==> src/rtl/dbdl_pkg.sv <==
// Shared types and constants for the debounced button door lock.
package dbdl_pkg;

  // Width of the debounce ceiling register
  localparam int unsigned MaxWidth = 16;

  // Ceiling value after reset
  localparam logic [MaxWidth-1:0] DebounceReset = 16'd16000;

  // Door machine states, encoded as the reported door code
  typedef enum logic [1:0] {
    DOOR_LOCKED = 2'd0,
    DOOR_CLOSED = 2'd1,
    DOOR_OPEN   = 2'd2
  } door_e;

  // One flag per button, passed between debouncers and the door machine
  typedef struct packed {
    logic a;
    logic b;
  } btn_flags_t;

endpackage

==> src/rtl/debounced_button_door_lock_fsm.sv <==
// Top level of the debounced two-button door lock with its result register.
//
// Usage: each input request is one poll tick carrying the raw levels of
// buttons A and B. Two integrator debouncers turn settled presses into
// events; the door machine (locked, closed, open) consumes them. Every
// request yields exactly one result: the three lamps for the state before
// the tick and the door code after it.
// The result is in the output register the cycle after the request is
// accepted. Throughput: one request per cycle while no held result is
// stalled; the counters and the door state update on each accepted request.
// The receiver may stall: the result register holds its payload, and a new
// request is still taken in the same cycle the held result is taken.
// Input stall rises only while a result is held and the receiver stalls.
// Reset clears counters, flags and events, puts the door in locked, loads
// the ceiling with 16000 and empties the result register.
// The ceiling register is written with cfg_we_i; the user must write it only while the block is idle (not enforced).
module debounced_button_door_lock_fsm #(
  parameter int unsigned CountWidth = 16
) (
  input  logic        clk_i,
  input  logic        rst_ni,
  input  logic        cfg_we_i,
  input  logic [15:0] cfg_wdata_i,
  input  logic        in_valid_i,
  output logic        in_stall_o,
  input  logic        button_a_i,
  input  logic        button_b_i,
  output logic        out_valid_o,
  input  logic        out_stall_i,
  output logic        red_lamp_o,
  output logic        blue_lamp_o,
  output logic        green_lamp_o,
  output logic [1:0]  door_state_o
);
  import dbdl_pkg::*;

  logic [MaxWidth-1:0] debounce_max_q;
  logic                tick;
  btn_flags_t          events, clears;
  logic                red_d, blue_d, green_d;
  logic [1:0]          door_d;
  logic                out_valid_q;
  logic                red_q, blue_q, green_q;
  logic [1:0]          door_q;

  // Request handshake: blocked only while a held result is stalled
  assign in_stall_o = out_valid_q & out_stall_i;
  assign tick       = in_valid_i & ~in_stall_o;

  // Ceiling register
  always_ff @(posedge clk_i or negedge rst_ni) begin
    if (!rst_ni) begin
      debounce_max_q <= DebounceReset;
    end else if (cfg_we_i) begin
      debounce_max_q <= cfg_wdata_i;
    end
  end

  dbdl_debounce #(.CountWidth(CountWidth)) u_deb_a (
    .clk_i          (clk_i),
    .rst_ni         (rst_ni),
    .tick_i         (tick),
    .pressed_i      (button_a_i),
    .debounce_max_i (debounce_max_q),
    .clear_i        (clears.a),
    .event_o        (events.a)
  );

  dbdl_debounce #(.CountWidth(CountWidth)) u_deb_b (
    .clk_i          (clk_i),
    .rst_ni         (rst_ni),
    .tick_i         (tick),
    .pressed_i      (button_b_i),
    .debounce_max_i (debounce_max_q),
    .clear_i        (clears.b),
    .event_o        (events.b)
  );

  dbdl_door_fsm u_door (
    .clk_i        (clk_i),
    .rst_ni       (rst_ni),
    .tick_i       (tick),
    .events_i     (events),
    .clear_o      (clears),
    .red_lamp_o   (red_d),
    .blue_lamp_o  (blue_d),
    .green_lamp_o (green_d),
    .door_state_o (door_d)
  );

  // Result register valid
  always_ff @(posedge clk_i or negedge rst_ni) begin
    if (!rst_ni) begin
      out_valid_q <= 1'b0;
    end else if (tick) begin
      out_valid_q <= 1'b1;
    end else if (!out_stall_i) begin
      out_valid_q <= 1'b0;
    end
  end

  // Result register payload
  always_ff @(posedge clk_i) begin
    if (tick) begin
      red_q   <= red_d;
      blue_q  <= blue_d;
      green_q <= green_d;
      door_q  <= door_d;
    end
  end

  assign out_valid_o  = out_valid_q;
  assign red_lamp_o   = red_q;
  assign blue_lamp_o  = blue_q;
  assign green_lamp_o = green_q;
  assign door_state_o = door_q;

endmodule

==> src/rtl/dbdl_debounce.sv <==
// Integrator debouncer for one button with an armed flag and a sticky press event.
module dbdl_debounce #(
  parameter int unsigned CountWidth = 16
) (
  input  logic                           clk_i,
  input  logic                           rst_ni,
  input  logic                           tick_i,
  input  logic                           pressed_i,
  input  logic [dbdl_pkg::MaxWidth-1:0]  debounce_max_i,
  input  logic                           clear_i,
  output logic                           event_o
);
  import dbdl_pkg::*;

  localparam int unsigned CmpWidth = (CountWidth > MaxWidth) ? CountWidth : MaxWidth;

  logic [CountWidth-1:0] count_q, count_d;
  logic                  armed_q, armed_d;
  logic                  event_q, event_d;
  logic [CmpWidth-1:0]   count_ext, next_ext, max_ext;
  logic                  evt_now;

  assign count_ext = CmpWidth'(count_q);
  assign next_ext  = CmpWidth'(count_d);
  assign max_ext   = CmpWidth'(debounce_max_i);

  // Integrate toward the pressed or released level, saturating at both ends
  always_comb begin
    count_d = count_q;
    armed_d = armed_q;
    evt_now = event_q;
    if (!pressed_i) begin
      if (count_q != '0) begin
        count_d = count_q - CountWidth'(1);
      end else begin
        armed_d = 1'b1;
      end
    end else if ((count_ext < max_ext) && (count_q != '1)) begin
      count_d = count_q + CountWidth'(1);
    end
    // Settled press while armed: latch the event and disarm
    if ((count_d != '0) && (next_ext == max_ext) && armed_d) begin
      evt_now = 1'b1;
      armed_d = 1'b0;
    end
  end

  assign event_d = evt_now & ~clear_i;
  assign event_o = evt_now;

  always_ff @(posedge clk_i or negedge rst_ni) begin
    if (!rst_ni) begin
      count_q <= '0;
      armed_q <= 1'b0;
      event_q <= 1'b0;
    end else if (tick_i) begin
      count_q <= count_d;
      armed_q <= armed_d;
      event_q <= event_d;
    end
  end

endmodule

==> src/rtl/dbdl_door_fsm.sv <==
// Three-state door machine driven by the debounced press events.
module dbdl_door_fsm (
  input  logic                 clk_i,
  input  logic                 rst_ni,
  input  logic                 tick_i,
  input  dbdl_pkg::btn_flags_t events_i,
  output dbdl_pkg::btn_flags_t clear_o,
  output logic                 red_lamp_o,
  output logic                 blue_lamp_o,
  output logic                 green_lamp_o,
  output logic [1:0]           door_state_o
);
  import dbdl_pkg::*;

  door_e state_q, state_d;

  // Next state and event clearing
  always_comb begin
    state_d = state_q;
    clear_o = '0;
    case (state_q)
      DOOR_LOCKED: begin
        if (events_i.b) begin
          state_d = DOOR_CLOSED;
          clear_o = '{a: 1'b1, b: 1'b1};
        end
      end
      DOOR_CLOSED: begin
        if (events_i.a) begin
          state_d   = DOOR_OPEN;
          clear_o.a = 1'b1;
        end else if (events_i.b) begin
          state_d   = DOOR_LOCKED;
          clear_o.b = 1'b1;
        end
      end
      DOOR_OPEN: begin
        if (events_i.a) begin
          state_d = DOOR_CLOSED;
          clear_o = '{a: 1'b1, b: 1'b1};
        end
      end
      default: begin
        state_d = state_q;
      end
    endcase
  end

  // Lamps show the state before the step
  always_comb begin
    red_lamp_o   = 1'b0;
    blue_lamp_o  = 1'b0;
    green_lamp_o = 1'b0;
    case (state_q)
      DOOR_LOCKED: red_lamp_o   = 1'b1;
      DOOR_CLOSED: blue_lamp_o  = 1'b1;
      DOOR_OPEN:   green_lamp_o = 1'b1;
      default:     red_lamp_o   = 1'b0;
    endcase
  end

  assign door_state_o = state_d;

  always_ff @(posedge clk_i or negedge rst_ni) begin
    if (!rst_ni) begin
      state_q <= DOOR_LOCKED;
    end else if (tick_i) begin
      state_q <= state_d;
    end
  end

endmodule
==> config.mk <==
export PLATFORM = sky130hd
export DESIGN_NAME = debounced_button_door_lock_fsm
export DESIGN_NICKNAME = d
export VERILOG_FILES = /design/src/rtl/dbdl_pkg.sv /design/src/rtl/debounced_button_door_lock_fsm.sv /design/src/rtl/dbdl_debounce.sv /design/src/rtl/dbdl_door_fsm.sv
export SDC_FILE = /design/constraint.sdc
export NUM_CORES = 1
export LEC_CHECK = 0
export BUFFER_PORTS_ARGS = -buffer_cell sky130_fd_sc_hd__buf_2
export CAP_MARGIN = 5
export CORE_MARGIN = 1
export CORE_UTILIZATION = 40
export DETAILED_ROUTE_END_ITERATION = 8
export PLACE_DENSITY = 0.55
export SYNTH_ARGS = -nofsm -noshare
export SYNTH_HDL_FRONTEND = slang
export SYNTH_SLANG_ARGS = --single-unit
==> constraint.sdc <==
create_clock -name clk_i -period 7.65 [get_ports clk_i]
set_input_delay 0.765 -clock clk_i [delete_from_list [all_inputs] [get_ports clk_i]]
set_output_delay 0.765 -clock clk_i [all_outputs]
set_load 0.05 [all_outputs]
==> qor.csv, run 1 <==
stage,metric,value,unit
floorplanning,start_util,41.5,%
clock_network,ctsHoldBuffers,0,
layout,final_area,0.00688,mm²
setup_path,crit_arrival,5.19,ns
synthesis,syn-cell-area,0.00639,mm²
grt,grtUsageTotal,29.9,%
clock_network,clk_latency,0.35,ns
drt,postRouteAntennaNets,0,
clock_network,clkTransAtPathRegs,0.06,ns
layout,antennaDiodeCount,0,
synthesis,synth.area.top_cells,"dfrtp_1 (19%), ha_1 (6.7%), nand2_1 (5.0%), xnor2_1 (4.9%), nor2_1 (4.7%)",
clock_network,htree_levels,3,
hold_path,hold_depth,2,
timing,max_freq,199,MHz
pwr,power_density,339,mW/mm²
setup_path,cp_top_family,compound AO/OA/AOI/OAI gates,
layout,area_growth_syn_to_layout,7.55,%
synthesis,yosys_warnings,0,
synthesis,netlist_instances,832,
place,dp_cells,1021,
synthesis,synth_nets,889,
setup_path,worstPathCellList,inv_1 -> ha_1 -> a2111oi_0 -> nor4b_1 -> or3_1 -> o41ai_2 -> xnor2_1 -> o2111ai_1 -> a2111oi_2 -> o41ai_4 -> or3b_1 -> o311ai_1,
clock_network,cts-root-buf,clkbuf_16,
drt,wl,23.8,mm
floorplanning,io_pins,30,
synthesis,postSynth.asyncResetShare,91.7,%
floorplanning,dieWidth,128,µm
layout,drive_gt1_share,9.69,%
clock_network,cts_tree,built,
grt,antenna_found_initial,0,
run_status,status,completed,
synthesis,syn_area_per_cell,7.69,µm²
setup_path,critPathBufInv,1,
drt,vias,6734,
timing,rsz0062_at_grt,no,
clock_network,cts_resized,0,
place,pre_cts_ws,2.71,ns
setup_path,cpPeakStageDelay,0.64,ns
timing,layout_setup_ws,2.62,ns
synthesis,yosysTopAreaCell,dfrtp_1,
floorplanning,fp-row-count,45,
timing,finalSetupViolations,0,
timing,hold_viol_final,0,
drt,via_per_inst,6.49,
synthesis,seq_area_frac_synth,24.0,%
setup_path,startpoint_type,flip-flop,
setup_path,critPathCaptureType,flip-flop,
floorplanning,core_area,0.0154,mm²
layout,layout.nets,878,
pwr,ir_worst_vdd,180,µV
clock_network,cts.sinks,60,
grt,grt_first_pass_wirelength,37.1,mm
synthesis,ys_ff_latch,60,
hold_path,worstHoldPathType,flip-flop to flip-flop,
clock_network,post_cts_buffers,0,
timing,period_minus_slack,5.03,ns
grt,use_met2,48.4,%
drt,wl_per_cell,23.0,µm
setup_path,r2r_cells,12,
setup_path,crit_type,flip-flop to flip-flop,
job,drv_cap,0,
grt,grt_util_met1,37.1,%
timing,skew,0.0101,ns
grt,met3_usage,4.41,%
pwr,power_leakage,0.00275,µW
floorplanning,dieHeight,128,µm
synthesis,synth_edf_count,5,
layout,final_util,44.6,%
grt,grt-busiest-layer,met2,
setup_path,cp.depth,12,
place,hpwlAfterDp,17.7,mm
setup_path,required,7.81,ns
clock_network,numCtsBuffers,9,
layout,fill_cells,1621,
timing,slew_viol_final,0,
setup_path,worst_path_max_delay_cell,a2111oi_0,
drt,drc,0,
synthesis,synth_ff_type,dfrtp_1,
grt,grt.overflow.total,0,
place,io_buffers,29,
timing,setup_tns,0,ns
place,dpl_cell_area,0.00660,mm²
grt,grt_pass1_vias,6481,
drt,drtPass1Iterations,5,
clock_network,clk_path_buf_depth,2,
grt,grt_max_degree,56,
synthesis,synth.distinct_cells,77,
place,place.gp.congestion,1.03,
floorplanning,die_area,0.0165,mm²
setup_path,worstPathMaxFanout,11,
timing,finalCritPeriodShare,65.8,%
layout,final-instance-count-excl-fill,1037,
timing,slew_headroom,30.9,%
synthesis,synth_top_cell_area_share,19.2,%
timing,tightest_slew,1.02,ns
drt,drt_iter0_drc,585,
[tightest hold or removal path, cell delays in order (launching register included)]
cell     delay [ns]
dfrtp_1        0.34
a21oi_1        0.04
nor2_1         0.08
[cell families (layout without fill, tap and decap cells)]
group	after synthesis	after routing	share of synthesized area (%)
simple gates	356	356	28.6
mux	11	11	1.80
buf+inv	91	85	6.03
fa+ha+maj	34	34	6.65
compound gates	210	210	23.4
flops	60	60	24.0
xor+xnor	70	70	9.59
[Yosys cell counts (7+ instances only)]
cell type / n
a31oi_1: 9
dfrtp_1: 49
o31ai_1: 7
inv_1: 34
o21ai_0: 51
or4_1: 8
nand2b_1: 10
nand2_1: 86
nand4_1: 23
a21oi_1: 45
buf_2: 14
xnor2_1: 36
or3_1: 9
and2_1: 11
mux2i_1: 7
xor2_1: 34
clkbuf_1: 37
o211ai_1: 11
ha_1: 34
nand3_1: 25
and3_1: 15
nor3_1: 33
o22ai_1: 11
nor2_1: 80
nor4_1: 23
a211oi_1: 7
[path summary, 6_finish.rpt]
check	start	end	slack, ns
max	debounce_max_q[1]	door_state_o[0]	2.62
min	u_deb_b.armed_q	u_deb_b.armed_q	0.51
max reg2reg	debounce_max_q[1]	door_state_o[0]	2.62
min reg2reg	u_deb_b.armed_q	u_deb_b.armed_q	0.51
max in group asynchronous	rst_ni	u_deb_b.count_ext[1]	6.59
min in group asynchronous	rst_ni	u_deb_b.count_ext[6]	0.56
[layout by cell type, fill, tap and decap left out, types with 25 or more instances in the layout]
cell	synthesis	final
nand2_1	86	86
nor2_1	80	80
o21ai_0	51	51
dfrtp_1	49	49
a21oi_1	45	45
xnor2_1	36	36
xor2_1	34	34
inv_1	34	34
ha_1	34	34
nor3_1	33	32
buf_2	14	29
nand3_1	25	25
[metal layers]
layer | part of all wire, % | up-vias
met1 | 41 | 3213
li1 | - | 3065
met3 | 6.7 | 100
met4 | 6.3 | 0
met2 | 46 | 356
met5 | 0 | -
[registers in the layout, summed over array words and instances, names as in the netlist]
register	count
blue_lamp_o	1
debounce_max_q	16
door_state_o	2
green_lamp_o	1
out_valid_o	1
red_lamp_o	1
u_deb_a.armed_q	1
u_deb_a.count_ext	16
u_deb_a.event_q	1
u_deb_b.armed_q	1
u_deb_b.count_ext	16
u_deb_b.event_q	1
u_door.state_q	2
[final cells by class]
cell class                      count  area [µm²]  area share, %
Clock buffer                       12         256           3.73
Clock inverter                      4        25.0          0.364
Inverter                           34         128           1.86
Multi-Input combinational cell    681        4480           65.1
Sequential cell                    60        1530           22.3
Tap cell                          211         264           3.84
Timing Repair Buffer               35         190           2.77
[where the power goes]
group	switching (µW)	leakage, µW	total (µW)	internal, µW
Sequential	315	0.000715	715	399
Combinational	745	0.00190	1220	478
Clock	157	0.000135	392	236
Total	1220	0.00275	2330	1110
[stage by stage]
stage                     hold WS, ns  power, µW
after floorplan                 0.469       1540
after global placement          0.498       1890
after detailed placement        0.503       1900
after CTS                       0.517       2300
after global routing            0.551       2480
final                           0.510       2330
(Power assumes the default switching activity.)
==> inputs of run 2 (changes only) <==
==> constraint.sdc (replaced) <==
create_clock -name clk_i -period 5 [get_ports clk_i]
set_input_delay 0.5 -clock clk_i [delete_from_list [all_inputs] [get_ports clk_i]]
set_output_delay 0.5 -clock clk_i [all_outputs]
set_load 0.05 [all_outputs]
==> qor.csv, run 2 (same netlist as run 1, synthesis figures left out) <==
stage,metric,value,unit
grt,grtUsageTotal,31.0,%
drt,wl_per_cell,22.9,µm
pwr,power,3760,µW
floorplanning,core_area,0.0154,mm²
grt,grt_first_pass_wirelength,38.5,mm
clock_network,cts_resized,0,
layout,drive_gt1_share,13.7,%
drt,vias,6925,
grt,grt.overflow.total,0,
place,dpl_cell_area,0.00690,mm²
timing,skew,0.00835,ns
timing,slew_headroom,34.9,%
floorplanning,start_util,41.5,%
timing,tightest_slew,0.974,ns
setup_path,required,5.07,ns
grt,grt_pass1_vias,6761,
layout,regArea,0.00153,mm²
timing,period_minus_slack,4.79,ns
drt,drtPass1Iterations,5,
layout,antennaDiodeCount,0,
clock_network,numCtsBuffers,9,
floorplanning,fp-row-count,45,
layout,multi_input_area,0.00448,mm²
timing,worst_hold_slack,0.324,ns
floorplanning,die_area,0.0165,mm²
timing,max_freq,209,MHz
floorplanning,dieWidth,128,µm
clock_network,ctsHoldBuffers,0,
grt,antenna_found_initial,0,
timing,finalCritPeriodShare,95.8,%
drt,drt_iter0_drc,641,
clock_network,cts.sinks,60,
layout,area_growth_syn_to_layout,12.4,%
setup_path,critPathCaptureType,flip-flop,
layout,fill_cells,1601,
clock_network,clk_path_buf_depth,2,
timing,finalSetupViolations,0,
setup_path,startpoint_type,flip-flop,
pwr,power_leakage,0.00295,µW
clock_network,post_cts_buffers,0,
pwr,ir_worst_vdd,293,µV
layout,final_common_cell,nand2_1,
clock_network,cts_tree,built,
layout,final_cell_mix,"nand2_1 (86), nor2_1 (80), o21ai_0 (51)",
hold_path,worstHoldPathType,primary input to asynchronous set/reset pin,
job,drv_cap,0,
timing,rsz0062_at_grt,no,
clock_network,htree_levels,3,
timing,setup_tns,0,ns
pwr,power_density,524,mW/mm²
setup_path,crit_arrival,4.86,ns
setup_path,r2r_slack,0.21,ns
drt,via_per_inst,6.42,
layout,final_area,0.00719,mm²
place,place.gp.congestion,1.05,
floorplanning,io_pins,30,
layout,layout.nets,919,
clock_network,clk_latency,0.34,ns
run_status,status,completed,
timing,hold_viol_final,0,
drt,drc,0,
place,io_buffers,29,
timing,slew_viol_final,0,
setup_path,worstPathMaxFanout,6,
clock_network,cts-root-buf,clkbuf_16,
clock_network,clkTransAtPathRegs,0.06,ns
layout,final_util,46.6,%
setup_path,crit_type,flip-flop to flip-flop,
grt,grt_max_degree,56,
drt,postRouteAntennaNets,0,
drt,wl,24.7,mm
place,hpwlAfterDp,18.7,mm
floorplanning,dieHeight,128,µm
run 2: changes by cell type in the layout (fill, tap and decap cells not counted), sizes merged:
cell / before / now
buf: 35 / 76
bufinv: 0 / 1
clkbuf: 12 / 10
clkinv: 2 / 4
clkinvlp: 2 / 1
run 2: layer usage:
| metal | share of wire [%] | vias to the layer above | track usage [%] |
|---|---|---|---|
| li1 | - | 3158 | - |
| met1 | 41 | 3317 | 38.5 |
| met2 | 47 | 360 | 52.0 |
| met3 | 6.3 | 90 | 4.12 |
| met4 | 5.6 | 0 | 16.9 |
| met5 | 0 | - | 0 |
run 2: cell type report:
| class | instances | share of cell area (%) |
|---|---|---|
| Clock buffer | 10 | 3.19 |
| Clock inverter | 6 | 0.766 |
| Inverter | 34 | 1.78 |
| Multi-Input combinational cell | 681 | 62.3 |
| Sequential cell | 60 | 21.3 |
| Tap cell | 211 | 3.67 |
| Timing Repair Buffer | 76 | 6.93 |
run 2: metrics by stage:
stage / cells / worst slack [ns]
global route: 1078 / 0.0311
detailed placement: 1062 / 0.269
CTS: 1078 / 0.262
global placement: 1062 / 0.492
floorplan: 832 / 0.877
finish: 1078 / 0.211
run 2: final timing paths:
kind,start,end,cells past startpoint
setup / recovery,debounce_max_q[7],door_state_o[0],13
hold / removal,rst_ni,u_deb_b.count_ext[10],2
setup reg to reg,debounce_max_q[7],door_state_o[0],13
hold reg to reg,out_valid_o,out_valid_o,2
max in group asynchronous,rst_ni,debounce_max_q[1],2
min in group clk_i,in_valid_i,out_valid_o,2
run 2: critical path, cell delays in order (launching register included):
cell,delay (ns)
dfstp_2,0.61
inv_1,0.15
ha_1,0.37
a21oi_1,0.16
nand3_1,0.13
a221o_1,0.41
nor4b_1,0.65
a31oi_1,0.26
xnor2_1,0.41
xnor2_1,0.24
a2111oi_0,0.50
a41oi_2,0.25
or3b_1,0.24
o311ai_1,0.12
run 2: report_power, final:
part,leakage (µW),switching [µW],internal (µW)
Clock,0.000137,244,381
Combinational,0.00210,1420,856
Sequential,0.000715,249,616
Total,0.00295,1910,1850
==> inputs of run 3 (changes only) <==
--- a/config.mk
+++ b/config.mk
@@ -5,12 +5,14 @@
 export SDC_FILE = /design/constraint.sdc
 export NUM_CORES = 1
 export LEC_CHECK = 0
-export BUFFER_PORTS_ARGS = -buffer_cell sky130_fd_sc_hd__buf_2
 export CAP_MARGIN = 5
+export CORE_ASPECT_RATIO = 1.75
 export CORE_MARGIN = 1
 export CORE_UTILIZATION = 40
 export DETAILED_ROUTE_END_ITERATION = 8
-export PLACE_DENSITY = 0.55
+export DONT_BUFFER_PORTS = 1
+export PLACE_DENSITY = 0.53
+export SKIP_CTS_REPAIR_TIMING = 1
 export SYNTH_ARGS = -nofsm -noshare
 export SYNTH_HDL_FRONTEND = slang
 export SYNTH_SLANG_ARGS = --single-unit
==> qor.csv, run 3 (same netlist as run 1, synthesis figures left out) <==
stage,metric,value,unit
clock_network,cts-root-buf,clkbuf_16,
pwr,seqPwrFrac,21.9,%
timing,max_freq,209,MHz
timing,tightest_slew,0.992,ns
layout,regArea,0.00153,mm²
drt,vias,6935,
drt,drc,0,
pwr,p_comb_share,60.4,%
timing,finalCritPeriodShare,95.9,%
drt,wl,29.2,mm
floorplanning,dieHeight,169,µm
drt,wl_per_cell,28.3,µm
setup_path,startpoint,debounce_max_q[7],
pwr,p_sw_share,51.6,%
layout,final-instance-count-excl-fill,1029,
timing,finalSetupViolations,0,
grt,antenna_found_initial,0,
pwr,switching_power,2070,µW
setup_path,required,5.16,ns
layout,area_growth_syn_to_layout,11.6,%
pwr,power_leakage,0.00289,µW
place,place.gp.congestion,1.06,
floorplanning,io_pins,30,
setup_path,r2r_slack,0.21,ns
floorplanning,fp-row-count,60,
grt,grt_pass1_vias,6970,
clock_network,clk_latency,0.34,ns
timing,rsz0062_at_grt,no,
floorplanning,core_area,0.0155,mm²
place,io_buffers,0,
setup_path,crit_arrival,4.95,ns
clock_network,clkTransAtPathRegs,0.07,ns
layout,final_cell_mix,"nand2_1 (86), nor2_1 (80), o21ai_0 (51)",
timing,worst_hold_slack,0.00778,ns
layout,fill_cells,1554,
setup_path,startpoint_type,flip-flop,
drt,postRouteAntennaNets,0,
timing,slew_viol_final,0,
setup_path,worstPathMaxFanout,8,
timing,hold_viol_final,0,
pwr,power,4010,µW
clock_network,htree_levels,3,
setup_path,crit_type,flip-flop to flip-flop,
setup_path,critPathCaptureType,flip-flop,
floorplanning,die_area,0.0165,mm²
layout,antennaDiodeCount,0,
clock_network,clk_path_buf_depth,2,
layout,final_common_cell,nand2_1,
layout,layout.nets,895,
drt,via_per_inst,6.74,
run_status,status,completed,
floorplanning,dieWidth,97.6,µm
place,dp_cells,1011,
hold_path,worstHoldPathType,primary input to asynchronous set/reset pin,
layout,multi_input_area,0.00451,mm²
grt,grt_first_pass_wirelength,42.9,mm
setup_path,r2r_start,debounce_max_q[7],
timing,period_minus_slack,4.79,ns
grt,grtUsageTotal,35.3,%
job,drv_cap,0,
grt,grt_max_degree,56,
pwr,p_int,1940,µW
timing,setup_tns,0,ns
clock_network,cts_tree,built,
timing,slew_headroom,33.8,%
clock_network,cts.sinks,60,
timing,skew,0.0127,ns
drt,drtPass1Iterations,7,
pwr,power_frac_clock,17.8,%
drt,drt_iter0_drc,438,
grt,grt.overflow.total,0,
pwr,power_density,563,mW/mm²
place,hpwlAfterDp,22.2,mm
pwr,ir_worst_vdd,249,µV
floorplanning,start_util,41.4,%
clock_network,numCtsBuffers,9,
layout,drive_gt1_share,11.4,%
[run 3: power by group through the flow]
stage | registers (µW) | clock network (µW) | logic (µW)
detailed placement | 872 | 0 | 2300
finish | 877 | 713 | 2420
floorplan | 725 | 0 | 1620
global route | 885 | 736 | 2570
global placement | 879 | 0 | 2310
CTS | 866 | 718 | 2300
[run 3: worst max-delay path, stage by stage (launching register included)]
cell,delay (ns)
dfstp_2,0.60
inv_1,0.14
ha_1,0.37
a21oi_1,0.15
nand3_1,0.10
a221o_1,0.39
or3_1,0.62
o41a_1,0.52
xnor2_1,0.19
nor4b_1,0.40
nand4_1,0.25
a41oi_2,0.35
or3b_1,0.41
o311ai_1,0.10
[run 3: metal layers]
layer	track usage [%]	share of wire (%)	vias up
met2	66.2	52	338
met1	33.6	33	3342
met5	0	0	-
met4	29.0	9.2	0
li1	-	-	3109
met3	4.86	5.1	146
[run 3: final cells by class]
cell class	count	area share [%]
tap	186	3.26
clock inverter	4	1.02
sequential	60	21.5
inverter	34	1.79
multi-input combinational	681	63.2
timing repair buffer	52	5.79
clock buffer	12	3.45
[run 3: worst paths after layout]
path,to,depth (start not counted)
worst min register to register,u_deb_b.armed_q,2
max in group asynchronous,debounce_max_q[13],1
worst max register to register,door_state_o[0],13
worst max-delay path,door_state_o[0],13
min in group clk_i,debounce_max_q[10],1
worst min-delay path,debounce_max_q[12],0
[run 3: metrics by stage]
step	instance area [µm²]	util, %	worst slack (ns)
6_report	7130	46.1	0.206
4_1_cts	7070	45.7	-0.205
5_1_grt	7130	46.1	0.0440
3_5_place_dp	6750	43.6	-0.172
2_1_floorplan	6390	-	0.877
3_3_place_gp	6750	43.6	-0.154
